[config.mk]
export PLATFORM = sky130hd
export DESIGN_NAME = ttb_fifo
export DESIGN_NICKNAME = d
export VERILOG_FILES = /design/src/rtl/ttb_pkg.sv /design/src/rtl/ttb_fifo.sv
export SDC_FILE = /design/constraint.sdc
export NUM_CORES = 1
export LEC_CHECK = 0
export ABC_AREA = 0
export BUFFER_PORTS_ARGS = -buffer_cell sky130_fd_sc_hd__buf_2
export CORE_AREA = 5 5 390 392
export DETAILED_ROUTE_END_ITERATION = 10
export DIE_AREA = 0 0 395 397
export PLACE_DENSITY = 0.75
export SETUP_SLACK_MARGIN = 0.02
export SLEW_MARGIN = 10
export SYNTH_ARGS = -nofsm -noshare
export SYNTH_HDL_FRONTEND = slang
export SYNTH_SLANG_ARGS = --single-unit
[constraint.sdc]
create_clock -name clock -period 14.48 [get_ports clock]
set_input_delay 1.448 -clock clock [delete_from_list [all_inputs] [get_ports clock]]
set_output_delay 1.448 -clock clock [all_outputs]
set_load 0.005 [all_outputs]
[src/rtl/ttb_pkg.sv]
// shared types, constants and helpers of the triangle tangent block
`timescale 1ns / 1ps
package ttb_pkg;

   localparam int FRAC_BITS_DEF = 16;
   localparam int COORD_W       = 32;
   localparam int PROD_W        = 64;
   // quotient bits resolved below the overflow check
   localparam int QBITS         = 33;
   localparam int NLANE         = 6;
   localparam int REQ_W         = 480;
   localparam int RSP_W         = 192;

   typedef struct packed {
      logic [PROD_W-1:0]            dmag;
      logic                         dneg;
      logic                         degen;
      logic [NLANE-1:0]             nneg;
      logic [NLANE-1:0][PROD_W-1:0] nmag;
   } ttb_job_type;

   // a - b clamped to the signed 32-bit range
   function automatic logic signed [COORD_W-1:0] sat_sub(
      input logic signed [COORD_W-1:0] a,
      input logic signed [COORD_W-1:0] b);
      logic signed [COORD_W:0] d;
      d = {a[COORD_W-1], a} - {b[COORD_W-1], b};
      if (d[COORD_W] != d[COORD_W-1]) begin
         sat_sub = d[COORD_W] ? {1'b1, {(COORD_W-1){1'b0}}} : {1'b0, {(COORD_W-1){1'b1}}};
      end else begin
         sat_sub = d[COORD_W-1:0];
      end
   endfunction

   // a - b as {sign, magnitude}
   function automatic logic [PROD_W:0] sm_diff(
      input logic signed [PROD_W-1:0] a,
      input logic signed [PROD_W-1:0] b);
      logic signed [PROD_W:0] d;
      logic [PROD_W:0] m;
      d = {a[PROD_W-1], a} - {b[PROD_W-1], b};
      m = d[PROD_W] ? (-d) : d;
      sm_diff = {d[PROD_W], m[PROD_W-1:0]};
   endfunction

endpackage

[src/rtl/ttb_fifo.sv]
// short queue between front and back
`timescale 1ns / 1ps
module ttb_fifo
   import ttb_pkg::*;
(
   input  logic        clock,
   input  logic        reset,
   input  logic        push,
   input  ttb_job_type push_data,
   output logic        full,
   input  logic        pop,
   output ttb_job_type pop_data,
   output logic        empty
);

   localparam int DEPTH = 4;
   localparam int AW    = $clog2(DEPTH);

   ttb_job_type     mem_ff [DEPTH];
   logic [AW-1:0]   wr_ff, wr_in, rd_ff, rd_in;
   logic [AW:0]     cnt_ff, cnt_in;

   assign full     = (cnt_ff == (AW+1)'(DEPTH));
   assign empty    = (cnt_ff == '0);
   assign pop_data = mem_ff[rd_ff];

   always_comb begin
      wr_in  = push ? wr_ff + 1'b1 : wr_ff;
      rd_in  = pop  ? rd_ff + 1'b1 : rd_ff;
      cnt_in = cnt_ff + (AW+1)'(push) - (AW+1)'(pop);
   end

   always_ff @(posedge clock) begin
      if (reset) begin
         wr_ff  <= '0;
         rd_ff  <= '0;
         cnt_ff <= '0;
      end else begin
         wr_ff  <= wr_in;
         rd_ff  <= rd_in;
         cnt_ff <= cnt_in;
      end
   end

   always_ff @(posedge clock) begin
      if (push) begin
         mem_ff[wr_ff] <= push_data;
      end
   end

endmodule

### Yosys cells after proc, flatten, opt, wreduce, memory -nomap -nowiden

Memories as Yosys holds them, arrays and structs flattened. A register that Yosys moved wholly into a read port is not among the register bits.
Index checks and enable logic that the tools add are counted.

* bits in registers: 7
* bits in writable memories: 1824
* input port bits: 460
* output and inout port bits: 458
* logic and storage cells: 14
* memories kept: 1

* add/subtract/negate cells: 4
* eq/ne operators: 1
* mux-type cells: 4
* reductions and logical operators: 1

Memory list
* mem_ff: depth 4, bits a word 456, rd ports 1, clocked after memory_dff 1, wr ports 1, RTL line ttb_fifo.sv:19 `ttb_job_type mem_ff [DEPTH];`

Operators with widths (count)
* 2-bit by 1-bit adder with 2-bit output (second input constant): 2
* 2-bit 2-to-1 mux: 2
* 3-bit by 1-bit adder with 3-bit output: 1
* 3-bit equality test (second input constant): 1
* 3-bit logical NOT: 1
* 3-bit by 1-bit subtractor with 3-bit output: 1
* 1-bit 2-to-1 mux: 2

### Logic depth before layout (Yosys ltp)

* word-level depth: 3
* mapped depth: 7
* gate-level depth less buffers: 7

### Worst setup path after synthesis

OpenSTA, ideal clock, no wires.

* path kind: input to register
* start: input port push
* end: memory mem_ff[0][0] (netlist bit), enable pin
* library setup time: 0.877 ns
* arrival time: 11.691 ns
* data required time: 13.603 ns
* slack: 1.912 ns
* stages: 1
* path buffers: 0
* cell sequence: and2_1

* longest elaborated chain between the ends: 2

RTL lines
* from (decl): RTL line ttb_fifo.sv:8 `input logic push,`
* 1-bit 2-to-1 mux: RTL line ttb_fifo.sv:46 `if (push) begin`
* 1-bit 2-to-1 mux (not written as such): RTL line ttb_fifo.sv:47 `mem_ff[wr_ff] <= push_data;`
* to (decl): RTL line ttb_fifo.sv:19

Every way passes these cells.

==> reports/qor.yml <==
outcome:
  status: "complete, no violations"
yosys:
  ys_ff_latch: 1833
  synth_edf_count: 1824
  synth_common_cells: "edfxtp_1, mux4_1, mux4_2"
  synth_ff_type: "edfxtp_1"
  synth_cell_type_count: 23
  ys_seq_area_share_pct: 81.0
  syn-num-nets: 2891
  syn_area_um2: 67800
  synth_top_area_share_pct: 80.8
  synth.area.top_cells: "edfxtp_1, mux4_1, mux4_2, buf_6, buf_2"
  synthArstFlopShare_pct: 0
  synth_most_common_cell: "edfxtp_1"
  synthCells: 2424
  yosys_warnings: 0
  synth_area_leader_cell: "edfxtp_1"
  syn-mean-instance-area_um2: 28.0
timing:
  max_slew.worst_pin.slew_ns: 1.16
  hold_violations: 0
  finClkSkew_ns: 0.0459
  max_freq_mhz: 176
  hold_ws_ns: 0.545
  setup-tns-final_ns: 0
  rsz0062_at_grt: "false"
  drv_slew: 0
  min_period_ns: 5.68
  setup_violations: 0
  fin_crit_sh_pct: 39.2
  maxSlewHeadroom_pct: 22.4
floorplan:
  rows: 142
  ioPinCount: 918
  start_util_pct: 45.7
  die_width_um: 395
  die_y_um: 397
  core-area_um2: 149000
  dieArea_um2: 157000
placed_design:
  place_congestion: 0.797
  placedCellCount: 5213
  dp_hpwl_mm: 90.5
  io_buffers: 917
clock_network:
  cts-root-buf: "clkbuf_16"
  postCtsResizedCells: 0
  max-clock-path-buffers: 3
  post_cts_buffers: 0
  cts-hold-fix-buffers: 0
  cts_tree: "built"
  cts.clk_slew.worst_paths_ns: 0.06
  htree_levels: 4
  cts_made_buffers: 178
  clkSinkCount: 1833
  clk_latency_ns: 0.78
detailed_routing:
  wl_mm: 145
  ant_nets: 0
  avgRoutedWirePerCell_um: 25.9
  via_per_inst: 5.47
  first_iter_violations: 2222
  drtPass1Iterations: 5
  num_vias: 30600
  drc: 0
setup_path:
  endpoint_kind: "primary output"
  critical_path.max_fanout: 116
  reg2reg_slack_ns: 10.29
  worstSetupPathType: "reg2out"
  crit_chain: "buf_12, buf_4, mux4_1, buf_2"
  startpoint_type: "flip-flop"
  crit_required_ns: 13.03
  rr_startpoint: "wr_ff[1]"
  slowest_delay_ns: 0.89
  cp.arrival_ns: 4.23
  critPathTopFamily: "buffers and inverters"
  r2r-end: "mem_ff[1][172]"
  cpMaxStageDelayCell: "buf_4"
  ff2ff_path_depth: 6
  critPathBufInv: 3
worst_hold_path:
  holdPathStages: 2
  hold_path.class: "reg2reg"
  min_from: "rd_ff[0]"
final_layout:
  drive_above_1_share_pct: 34.8
  syn_to_final_growth_pct: 18.0
  fillCellCount: 10900
  final_core_util_pct: 53.9
  layout.cells.non_filler: 5592
  nets: 3916
power_and_ir_drop:
  ir_worst_vdd_v: 0.000116
  power.density_nw_per_um2: 143
  p_leak_nw: 27.3
  p_total_mw: 11.5
flow_run:
  drv_cap: 0
global_route:
  grt_max_degree: 149
  grt_pass1_wl_mm: 208
  first_global_vias: 30900
  antenna_found_initial: 77
  overflow: 0
  grtUsageTotal_pct: 17.9
[worst max path at each step]
stage                     cells past startpoint        endpoint  startpoint  slack (ns)
final                                         4    pop_data[99]   flip-flop        8.80
after global routing                          4    pop_data[99]   flip-flop        8.64
after CTS                                     4    pop_data[99]   flip-flop        8.80
after detailed placement                      5  mem_ff[1][172]        push        9.27
after global placement                        5  mem_ff[1][265]        push        9.25
after floorplan                               1    mem_ff[0][0]        push        1.91
[registers in the layout (all words and copies together), names as in the netlist, named ones only]
name / flops
mem_ff: 1824
cnt_ff: 3
rd_ff: 2
wr_ff: 2
[cell usage in the layout, fill, tap and decap left out, drive strengths merged]
cell         n
a21bo        1
a21oi        1
and2         4
and3         1
buf        947
bufinv       7
clkbuf     227
clkinv      80
clkinvlp     3
dfxtp        9
diode       56
edfxtp    1824
fa           1
ha           6
inv         12
mux2i        1
mux4       456
nand3b       1
nor2         5
nor2b        2
nor3         1
xnor2        2
xor3         1
[tightest hold or removal path: cells and delay by family (launching register included)]
family / cells / cell delay [ns]
flip-flops: 1 / 0.33
AND/OR/NAND/NOR: 1 / 0.10
AO/OA/AOI/OAI: 1 / 0.07
[per-stage QoR]
stage	setup WS [ns]	cell area, µm²
6_report	8.80	80000
5_1_grt	8.64	80000
2_1_floorplan	1.91	67800
3_5_place_dp	9.27	74400
4_1_cts	8.80	79900
3_3_place_gp	9.25	74400
[cells by family (layout without fill, tap and decap cells)]
logic type	after synthesis	in the layout	share of synthesized area, %
AO/OA/AOI/OAI	2	2	0.0221
XOR/XNOR	3	3	0.0609
adder cells (fa/ha/maj)	7	7	0.140
buffers and inverters	108	1276	1.27
flip-flops	1833	1833	81.0
multiplexers	457	457	17.4
other	0	56	0
AND/OR/NAND/NOR	14	14	0.111
[layer usage]
| layer | track usage (%) | part of all wire (%) | vias to the layer above |
|---|---|---|---|
| met5 | 0 | 0.12 | - |
| met4 | 6.63 | 3.2 | 30 |
| met3 | 5.95 | 8.8 | 274 |
| met2 | 29.7 | 51 | 1152 |
| met1 | 22.2 | 37 | 16000 |
| li1 | - | - | 13100 |
[report_power, final]
group / total, mW / internal [mW] / switching, mW
registers: 6.16 / 6.11 / 0.0544
logic: 0.982 / 0.442 / 0.540
clock network: 4.32 / 2.42 / 1.90
total: 11.5 / 8.97 / 2.50
[area by class of cell]
type | count | area [µm²] | area share (%)
diodes | 56 | 140 | 0.175
clock buffers | 227 | 4660 | 5.82
clock inverters | 96 | 860 | 1.07
inverters | 6 | 22.5 | 0.0281
multi-input cells | 483 | 12000 | 15.0
flip-flops and latches | 1833 | 55000 | 68.7
well taps | 1944 | 2430 | 3.04
repair buffers | 947 | 4960 | 6.20
Note: power is estimated with default switching activity, not from simulation.
